[src/design/ssb_pkg.sv]
// ----------------------------------------------------------------------------
// Scaled sprite blitter package
// Shared constants, word types, register and status codes, and the divider
// step used by the coordinate scaling pipeline.
// ----------------------------------------------------------------------------
`default_nettype none

package ssb_pkg;

  localparam int unsigned MAX_SRC_PIXELS = 16384;
  localparam int unsigned SRC_AW         = $clog2(MAX_SRC_PIXELS);

  localparam int unsigned IDX_W    = 14;
  localparam int unsigned COLOR_W  = 8;
  localparam int unsigned DIM_W    = 10;
  localparam int unsigned FB_W     = 11;
  localparam int unsigned ADDR_W   = 20;
  localparam int unsigned PROD_W   = 2 * DIM_W;
  localparam int unsigned FB_PROD_W = 2 * FB_W;

  localparam int unsigned QUO_W      = DIM_W;
  localparam int unsigned DIV_STEPS  = 2;
  localparam int unsigned DIV_STAGES = QUO_W / DIV_STEPS;

  localparam int unsigned CFG_AW = 5;
  localparam int unsigned CFG_DW = 32;

  typedef enum logic {
    FUNC_LOAD = 1'b0,
    FUNC_DRAW = 1'b1
  } func_e;

  typedef enum logic [1:0] {
    ST_OK          = 2'd0,
    ST_TRANSPARENT = 2'd1,
    ST_CLIPPED     = 2'd2,
    ST_INVALID     = 2'd3
  } status_e;

  typedef enum logic [2:0] {
    REG_SRC_WIDTH   = 3'd0,
    REG_SRC_HEIGHT  = 3'd1,
    REG_DEST_X      = 3'd2,
    REG_DEST_Y      = 3'd3,
    REG_DEST_WIDTH  = 3'd4,
    REG_DEST_HEIGHT = 3'd5,
    REG_FB_WIDTH    = 3'd6,
    REG_FB_HEIGHT   = 3'd7
  } reg_e;

  typedef struct packed {
    func_e              func;
    logic [IDX_W-1:0]   src_index;
    logic [COLOR_W-1:0] src_color;
    logic [DIM_W-1:0]   dest_col;
    logic [DIM_W-1:0]   dest_row;
  } in_word_t;

  typedef struct packed {
    logic               write_enable;
    logic [ADDR_W-1:0]  fb_address;
    logic [COLOR_W-1:0] pixel_color;
    status_e            status;
  } out_word_t;

  typedef struct packed {
    logic [DIM_W-1:0] rem;
    logic [QUO_W-1:0] num;
    logic [QUO_W-1:0] quo;
  } div_stage_t;

  typedef struct packed {
    func_e              func;
    logic [IDX_W-1:0]   src_index;
    logic               idx_ok;
    logic [COLOR_W-1:0] src_color;
    logic               size_bad;
    logic               rect_clip;
    logic               fb_clip;
    logic [FB_W-1:0]    fx;
    logic [FB_W-1:0]    fy;
  } side_t;

  function automatic div_stage_t div_step(input div_stage_t s, input logic [DIM_W-1:0] d);
    logic [DIM_W:0] t;
    logic           ge;
    div_stage_t     r;
    t     = {s.rem, s.num[QUO_W-1]};
    ge    = (t >= {1'b0, d});
    r.rem = ge ? DIM_W'(t - {1'b0, d}) : t[DIM_W-1:0];
    r.num = {s.num[QUO_W-2:0], 1'b0};
    r.quo = {s.quo[QUO_W-2:0], ge};
    return r;
  endfunction

endpackage

`default_nettype wire

[src/design/ssb_div.sv]
// ----------------------------------------------------------------------------
// Pipelined scaling divider
// Restoring division of a 20-bit product by a 10-bit divisor, giving a 10-bit
// quotient, with two quotient bits resolved in each stage.
// ----------------------------------------------------------------------------
`default_nettype none

module ssb_div (
  input  wire logic                                clk_i,
  input  wire logic [ssb_pkg::DIV_STAGES-1:0]      en_i,
  input  wire logic [ssb_pkg::PROD_W-1:0]          dividend_i,
  input  wire logic [ssb_pkg::DIM_W-1:0]           divisor_i,
  output logic      [ssb_pkg::QUO_W-1:0]           quot_o
);

  ssb_pkg::div_stage_t stage_q [ssb_pkg::DIV_STAGES];
  ssb_pkg::div_stage_t stage_d [ssb_pkg::DIV_STAGES];
  ssb_pkg::div_stage_t first;

  // The quotient is known to fit in QUO_W bits, so the upper half of the
  // dividend is already a valid partial remainder.
  assign first.rem = dividend_i[ssb_pkg::PROD_W-1:ssb_pkg::QUO_W];
  assign first.num = dividend_i[ssb_pkg::QUO_W-1:0];
  assign first.quo = '0;

  for (genvar k = 0; k < ssb_pkg::DIV_STAGES; k++) begin : g_stage
    always_comb begin
      ssb_pkg::div_stage_t s;
      s = (k == 0) ? first : stage_q[(k == 0) ? 0 : k - 1];
      for (int j = 0; j < ssb_pkg::DIV_STEPS; j++) begin
        s = ssb_pkg::div_step(s, divisor_i);
      end
      stage_d[k] = s;
    end

    always_ff @(posedge clk_i) begin
      if (en_i[k]) begin
        stage_q[k] <= stage_d[k];
      end
    end
  end

  assign quot_o = stage_q[ssb_pkg::DIV_STAGES-1].quo;

endmodule

`default_nettype wire

[config.mk]
export PLATFORM = sky130hd
export DESIGN_NAME = ssb_div
export DESIGN_NICKNAME = d
export VERILOG_FILES = /design/src/design/ssb_pkg.sv /design/src/design/ssb_div.sv
export SDC_FILE = /design/constraint.sdc
export NUM_CORES = 1
export LEC_CHECK = 0
export BUFFER_PORTS_ARGS = -buffer_cell sky130_fd_sc_hd__buf_2
export CORE_ASPECT_RATIO = 0.7
export CORE_MARGIN = 1.5
export CORE_UTILIZATION = 40
export DETAILED_ROUTE_END_ITERATION = 10
export MAX_ROUTING_LAYER = met4
export SLEW_MARGIN = 10
export SYNTH_ARGS = -nofsm -noshare
export SYNTH_HDL_FRONTEND = slang
export SYNTH_SLANG_ARGS = --single-unit
[constraint.sdc]
create_clock -name clk_i -period 7.09 [get_ports clk_i]
set_clock_uncertainty 0.2 [all_clocks]
set_input_delay 1.418 -clock clk_i [delete_from_list [all_inputs] [get_ports clk_i]]
set_output_delay 1.418 -clock clk_i [all_outputs]
set_load 0.05 [all_outputs]
==> reports/metrics.yaml, run 1 <==
clock_tree:
  cts_setup_buffers: 0
  cts_buffers: 9
  cts_tree: "done"
  clock_insertion_delay_worst_skew_ns: 0.35
  htree_num_levels: 3
  cts_num_sinks: 90
  clk_pin_slew_ns: 0.07
  ctsRootBufferMaster: "sky130_fd_sc_hd__clkbuf_16"
  cts_hold_repair.buffers: 0
  clockBufferDepth: 2
  post_cts_resize_count: 0
detailed_routing:
  drc: 0
  drtPass1Iterations: 4
  detail_route.wl_per_cell_um: 17.22
  viasPerCell: 5.379
  detailed_route_wire_length_um: 19030
  via_count: 5944
  drt_first_iter_violations: 476
  postRouteAntennaNets: 0
power_and_ir_drop:
  power_density_cells_nw_per_um2: 553.8
  power_w: 0.004863
  vdd_drop_max_mv: 0.2084
  leakage_power_total_nw: 3.660
placement:
  post_dp_cell_area_um2: 8474
  dpl.hpwl_um: 14580
  placement.io_buffers: 45
  final_estimated_routing_congestion_in_global_placement: 0.9207
cells_and_area:
  antenna-diode-count: 0
  most_frequent_standard_cell_in_the_layout_excluding_fill_and_tap_cells: "sky130_fd_sc_hd__ha_1"
  largest_register_ff_count: 90
  layout.nets: 983
  area_growth_syn_to_layout_pct: 10.89
  final_area_um2: 8780
  top_regs: "stage_q: 90 flops"
  mostFrequentLayoutCells: "sky130_fd_sc_hd__ha_1, sky130_fd_sc_hd__edfxtp_1, sky130_fd_sc_hd__a21oi_1"
  registers.top_by_ff_count: "stage_q"
  fillCellCount: 1876
  final-seq-area_um2: 2703
  multi_input_gate_area_in_the_final_layout_um2: 4880
  drive_gt1_share_pct: 16.29
floorplan:
  die_height_um: 120.7
  floorplan.core_area_um2: 19130
  pin_count: 46
  dieArea_um2: 20660
  fp-row-count: 42
  starting_density_pct: 41.39
  die_width_um: 171.2
synthesis:
  async_flop_share_pct: 0
  synth_seq_area_share_pct: 34.13
  netlist-cell-type-count: 60
  nets_in_the_synthesized_netlist: 929
  yosysWarnings: 0
  number_of_flops_mapped_to_enable_cells_by_yosys: 90
  primary_flip_flop_cell_chosen_by_synthesis_mapping: "sky130_fd_sc_hd__edfxtp_1"
  postSynthAreaPerCell_um2: 10.10
  synth.cell_area_um2: 7918
  synthesis.instances: 784
  ys_seq_elements: 90
global_route:
  globalRouteOverflowTotal: 0
  grt.total_usage_pct: 19.97
  grt_pass1_wl_um: 30590
  via_count_of_the_first_global_routing_pass: 5643
  pin_count_of_the_biggest_net_entering_global_routing: 21
  grt_antenna_before_repair: 0
timing:
  max-slew-margin-rel_pct: 49.47
  min_period_ns: 6.097
  worst_margin_slew_ns: 0.7579
  setup_violations: 0
  grt_setup_unrepaired: "false"
  hold_fails_final_rpt: 0
  report.final.slew_viol_count: 0
  timing.setup.tns_ns: 0
  fmaxAchievable_mhz: 164.0
  share_of_the_clock_period_used_by_the_worst_path_after_layout_pct: 85.99
setup_path:
  critical_path_peak_fanout: 10
  cp.arrival_ns: 6.00
  worst-setup-path-type: "input pin to flip-flop"
  worst-endpoint-required_ns: 6.99
  setup.worst_path.start_class: "input pin"
  crit_path_end_kind: "flip-flop"
worst_hold_path:
  hp-class: "flip-flop to flip-flop"
status:
  status: "completed"
run:
  max_cap_violations: 0
-- logic make-up after synthesis --
| group | count (synthesis) | share of synthesized area (%) |
|---|---|---|
| buffers and inverters | 74 | 4.235 |
| muxes | 56 | 7.933 |
| DFF | 90 | 34.13 |
| xor gates and xnor gates | 59 | 6.526 |
| and+or+nand+nor | 184 | 11.20 |
| adders and majority gates | 109 | 18.08 |
| AOI/OAI and AO/OA | 212 | 17.89 |
-- per-layer routing --
metal | vias to the layer above | track usage, % | wire [um]
li1 | 3035 | - | -
met3 | 14 | 4.026 | 890
met4 | 0 | 3.673 | 182
met5 | - | - | 0
met2 | 124 | 28.84 | 7876
met1 | 2771 | 28.96 | 10080
-- power by group --
part	leakage, nW	internal [W]	total [W]	switching [W]
clock	0.145	0.000305	0.000510	0.000205
sequential	0.875	0.000913	0.00101	0.0000937
combinational	2.64	0.00159	0.00335	0.00176
total	3.66	0.00280	0.00486	0.00206
-- path summary, 6_finish.rpt --
path	startpoint	endpoint	slack, ns	cells after the start
worst max-delay path	divisor_i[1]	stage_q[0][52]$_DFFE_PP_	0.99	21
worst min-delay path	stage_q[0][31]$_DFFE_PP_	stage_q[0][61]$_DFFE_PP_	0.22	0
worst min register to register	stage_q[0][31]$_DFFE_PP_	stage_q[0][61]$_DFFE_PP_	0.22	0
worst max register to register	stage_q[0][81]$_DFFE_PP_	stage_q[0][110]$_DFFE_PP_	2.06	16
-- cell usage after synthesis (6+ instances only) --
cell	number	area, um^2
sky130_fd_sc_hd__fa_1	9	180.2
sky130_fd_sc_hd__a21oi_1	66	330.3
sky130_fd_sc_hd__nor2_1	58	217.7
sky130_fd_sc_hd__edfxtp_1	90	2703
sky130_fd_sc_hd__mux2i_1	11	110.1
sky130_fd_sc_hd__nor2b_1	15	93.84
sky130_fd_sc_hd__nand4_1	13	81.33
sky130_fd_sc_hd__nand3_1	12	60.06
sky130_fd_sc_hd__inv_1	53	198.9
sky130_fd_sc_hd__xnor2_1	35	306.5
sky130_fd_sc_hd__o21ai_0	50	250.2
sky130_fd_sc_hd__nor3_1	14	70.07
sky130_fd_sc_hd__a21o_1	20	150.1
sky130_fd_sc_hd__o21a_1	12	90.09
sky130_fd_sc_hd__mux2_2	42	473.0
sky130_fd_sc_hd__nand2_1	38	142.6
sky130_fd_sc_hd__a211oi_1	6	45.04
sky130_fd_sc_hd__ha_1	100	1251
sky130_fd_sc_hd__buf_4	13	97.59
sky130_fd_sc_hd__xor2_1	24	210.2
sky130_fd_sc_hd__nand2b_1	14	87.58
-- layout make-up --
class,instances,area share [%]
Clock buffer,9,2.565
Multi-Input combinational cell,620,55.58
Inverter,55,2.380
Tap cell,264,3.762
Sequential cell,90,30.78
Timing Repair Buffer,62,4.019
Clock inverter,5,0.9121
-- worst max-delay path, cell delays in order --
cell	delay, ns
sky130_fd_sc_hd__buf_2	0.18
sky130_fd_sc_hd__inv_1	0.40
sky130_fd_sc_hd__ha_1	0.34
sky130_fd_sc_hd__nand3b_1	0.11
sky130_fd_sc_hd__a21oi_1	0.11
sky130_fd_sc_hd__o41a_4	0.48
sky130_fd_sc_hd__o31ai_2	0.27
sky130_fd_sc_hd__buf_4	0.21
sky130_fd_sc_hd__nor2_1	0.05
sky130_fd_sc_hd__a21oi_1	0.27
sky130_fd_sc_hd__inv_1	0.08
sky130_fd_sc_hd__ha_1	0.30
sky130_fd_sc_hd__nor2b_1	0.13
sky130_fd_sc_hd__o21ai_0	0.24
sky130_fd_sc_hd__a21oi_1	0.13
sky130_fd_sc_hd__o21ai_0	0.44
sky130_fd_sc_hd__o21ai_1	0.10
sky130_fd_sc_hd__buf_4	0.18
sky130_fd_sc_hd__nor2_4	0.16
sky130_fd_sc_hd__inv_4	0.09
sky130_fd_sc_hd__mux2_4	0.30
-- through the flow --
step                      worst slack, ns  hold WS, ns  instances  utilization (%)
after floorplan                     1.189       0.2003        784                -
after global placement             0.7337       0.2007       1091            44.30
after detailed placement           0.6431       0.2045       1091            44.30
after CTS                          0.9886       0.2164       1105            45.90
after global routing               0.6116       0.2224       1105            45.90
final                              0.9934       0.2175       1105            45.90
Power figures use the tool's default switching activity.
==> run 2, diff against run 1 <==
--- a/config.mk
+++ b/config.mk
@@ -5,7 +5,7 @@
 export SDC_FILE = /design/constraint.sdc
 export NUM_CORES = 1
 export LEC_CHECK = 0
-export BUFFER_PORTS_ARGS = -buffer_cell sky130_fd_sc_hd__buf_2
+export BUFFER_PORTS_ARGS = -buffer_cell sky130_fd_sc_hd__buf_4
 export CORE_ASPECT_RATIO = 0.7
 export CORE_MARGIN = 1.5
 export CORE_UTILIZATION = 40
==> reports/metrics.yaml, run 2 (synthesis gave the netlist of run 1 again) <==
setup_path:
  ff2ff_setup_slack_ns: 2.01  # -0.05 ns
  worst_path_max_delay_cell: "sky130_fd_sc_hd__o221a_2"
  delay_of_the_slowest_cell_on_the_worst_path_ns: 0.40  # -0.08 ns
  critical_path_peak_fanout: 15  # +5
  worst-endpoint-required_ns: 6.99  # about the same
  worst-setup-path-type: "input pin to flip-flop"
  cp.arrival_ns: 5.91  # -0.09 ns
  setup.worst_path.start_class: "input pin"
  crit_path_cell_chain: "buf_4, inv_1, ha_1, a21o_1, a211o_1, a41oi_1, a31o_2, nor2_1, a21oi_1, inv_1, ha_1, nor2b_1, o31a_1, o31a_1, o31ai_2, o211a_1, o221a_2, mux2_2"
  crit_path_end_kind: "flip-flop"
detailed_routing:
  drc: 0  # unchanged
  detailed_route_wire_length_um: 18820  # -1.1%
  postRouteAntennaNets: 0  # unchanged
  via_count: 6016  # +1.2%
  drtPass1Iterations: 5  # +1
  drt_first_iter_violations: 379  # -20%
  detail_route.wl_per_cell_um: 16.97  # -1.5%
  viasPerCell: 5.425  # +0.85%
timing:
  max-slew-margin-rel_pct: 46.52  # -3.0 points
  timing.setup.tns_ns: 0  # unchanged
  setup_violations: 0  # unchanged
  grt_setup_unrepaired: "false"
  report.final.slew_viol_count: 0  # unchanged
  fin_ws_ns: 1.080  # +0.08679 ns
  min_period_ns: 6.010  # -0.08679 ns
  hold_fails_final_rpt: 0  # unchanged
  share_of_the_clock_period_used_by_the_worst_path_after_layout_pct: 84.76  # -1.2 points
  worst_margin_slew_ns: 0.8023  # +0.04433 ns
  fmaxAchievable_mhz: 166.4  # +1.4%
power_and_ir_drop:
  leakage_power_total_nw: 3.708  # +1.3%
  vdd_drop_max_mv: 0.2495  # +20%
  power_density_cells_nw_per_um2: 544.2  # -1.7%
clock_tree:
  cts_num_sinks: 90  # unchanged
  clock_insertion_delay_worst_skew_ns: 0.35  # about the same
  post_cts_resize_count: 0  # unchanged
  clk_pin_slew_ns: 0.06  # about the same
  cts_setup_buffers: 0  # unchanged
  cts_buffers: 9  # unchanged
  cts_hold_repair.buffers: 0  # unchanged
  ctsRootBufferMaster: "sky130_fd_sc_hd__clkbuf_16"
  htree_num_levels: 3  # unchanged
  cts_tree: "done"
  clockBufferDepth: 2  # unchanged
global_route:
  grt.total_usage_pct: 19.97  # about the same
  globalRouteOverflowTotal: 0  # unchanged
  via_count_of_the_first_global_routing_pass: 5677  # +0.60%
  grt_antenna_before_repair: 0  # unchanged
  pin_count_of_the_biggest_net_entering_global_routing: 21  # unchanged
  grt_pass1_wl_um: 30370  # -0.70%
floorplan:
  die_width_um: 171.2  # unchanged
  dieArea_um2: 20660  # unchanged
  pin_count: 46  # unchanged
  die_height_um: 120.7  # unchanged
  starting_density_pct: 41.39  # unchanged
  fp-row-count: 42  # unchanged
  floorplan.core_area_um2: 19130  # unchanged
cells_and_area:
  final-instance-count-excl-fill: 1109  # +0.36%
  fillCellCount: 1842  # -1.8%
  layout.nets: 985  # +0.20%
  largest_register_ff_count: 90  # unchanged
  antenna-diode-count: 0  # unchanged
  area_growth_syn_to_layout_pct: 12.36
  most_frequent_standard_cell_in_the_layout_excluding_fill_and_tap_cells: "sky130_fd_sc_hd__ha_1"
  top_regs: "stage_q: 90 flops"
  drive_gt1_share_pct: 16.57  # +0.28 points
  mostFrequentLayoutCells: "sky130_fd_sc_hd__ha_1, sky130_fd_sc_hd__edfxtp_1, sky130_fd_sc_hd__a21oi_1"
  registers.top_by_ff_count: "stage_q"
status:
  status: "completed"
placement:
  dpl.hpwl_um: 14630  # +0.31%
  placement.io_buffers: 45  # unchanged
  final_estimated_routing_congestion_in_global_placement: 0.8945  # -2.8%
  place_inst: 1093  # +0.18%
  detailedPlace.worstSlack_ns: 0.7231  # +0.08003 ns
worst_hold_path:
  hp-class: "flip-flop to flip-flop"
run:
  max_cap_violations: 0  # unchanged
[run 2: cell count changes in the layout (fill, tap and decap cells not counted)]
cell	delta
sky130_fd_sc_hd__clkinv_4	+2
sky130_fd_sc_hd__bufinv_16	-1
sky130_fd_sc_hd__clkinv_2	+1
sky130_fd_sc_hd__clkinvlp_4	-1
sky130_fd_sc_hd__clkbuf_1	+1
sky130_fd_sc_hd__buf_2	-45
sky130_fd_sc_hd__buf_4	+47
[run 2: report_power, final]
group          internal, W  switching (W)  total [W]
clock             0.000274       0.000209   0.000483
sequential        0.000913      0.0000929    0.00101
combinational      0.00159        0.00176    0.00335
total              0.00278        0.00206    0.00484
[run 2: worst paths after layout]
path / startpoint / depth (start not counted) / endpoint
max reg2reg: stage_q[0][81]$_DFFE_PP_ / 16 / stage_q[0][108]$_DFFE_PP_
max: divisor_i[8] / 18 / stage_q[0][108]$_DFFE_PP_
min: stage_q[0][70]$_DFFE_PP_ / 0 / stage_q[0][100]$_DFFE_PP_
min reg2reg: stage_q[0][70]$_DFFE_PP_ / 0 / stage_q[0][100]$_DFFE_PP_
[run 2: layer usage]
layer / up-vias / wire (um) / share of wire (%) / GRT usage, %
li1: 3040 / - / - / -
met1: 2835 / 9769 / 52 / 28.73
met2: 127 / 7923 / 42 / 29.42
met3: 14 / 960 / 5.1 / 3.502
met4: 0 / 169 / 0.90 / 4.002
met5: - / 0 / 0 / -
[run 2: through the flow]
| step | hold slack (ns) | util (%) | instance area (um^2) | power (W) |
|---|---|---|---|---|
| finish | 0.2164 | 46.51 | 8896 | 0.004841 |
| global route | 0.2244 | 46.51 | 8896 | 0.005309 |
| CTS | 0.2177 | 46.51 | 8896 | 0.004838 |
| detailed placement | 0.2052 | 44.97 | 8602 | 0.004328 |
| global placement | 0.2004 | 44.97 | 8602 | 0.004302 |
| floorplan | 0.2003 | - | 7918 | 0.003696 |
[run 2: final cells by class]
type                    count  area [um^2]  area share [%]
inverters                  55        209.0           2.349
clock buffers              10        229.0           2.574
flip-flops and latches     90         2703           30.38
repair buffers             64        480.5           5.401
clock inverters             6        65.06          0.7314
multi-input cells         620         4880           54.85
well taps                 264        330.3           3.713
[run 2: critical path: cells and delay by family]
kind,cells,cell delay (ns)
AOI/OAI and AO/OA,10,2.85
adders and majority gates,2,0.63
buffers and inverters,3,0.40
muxes,1,0.38
and+or+nand+nor,2,0.22
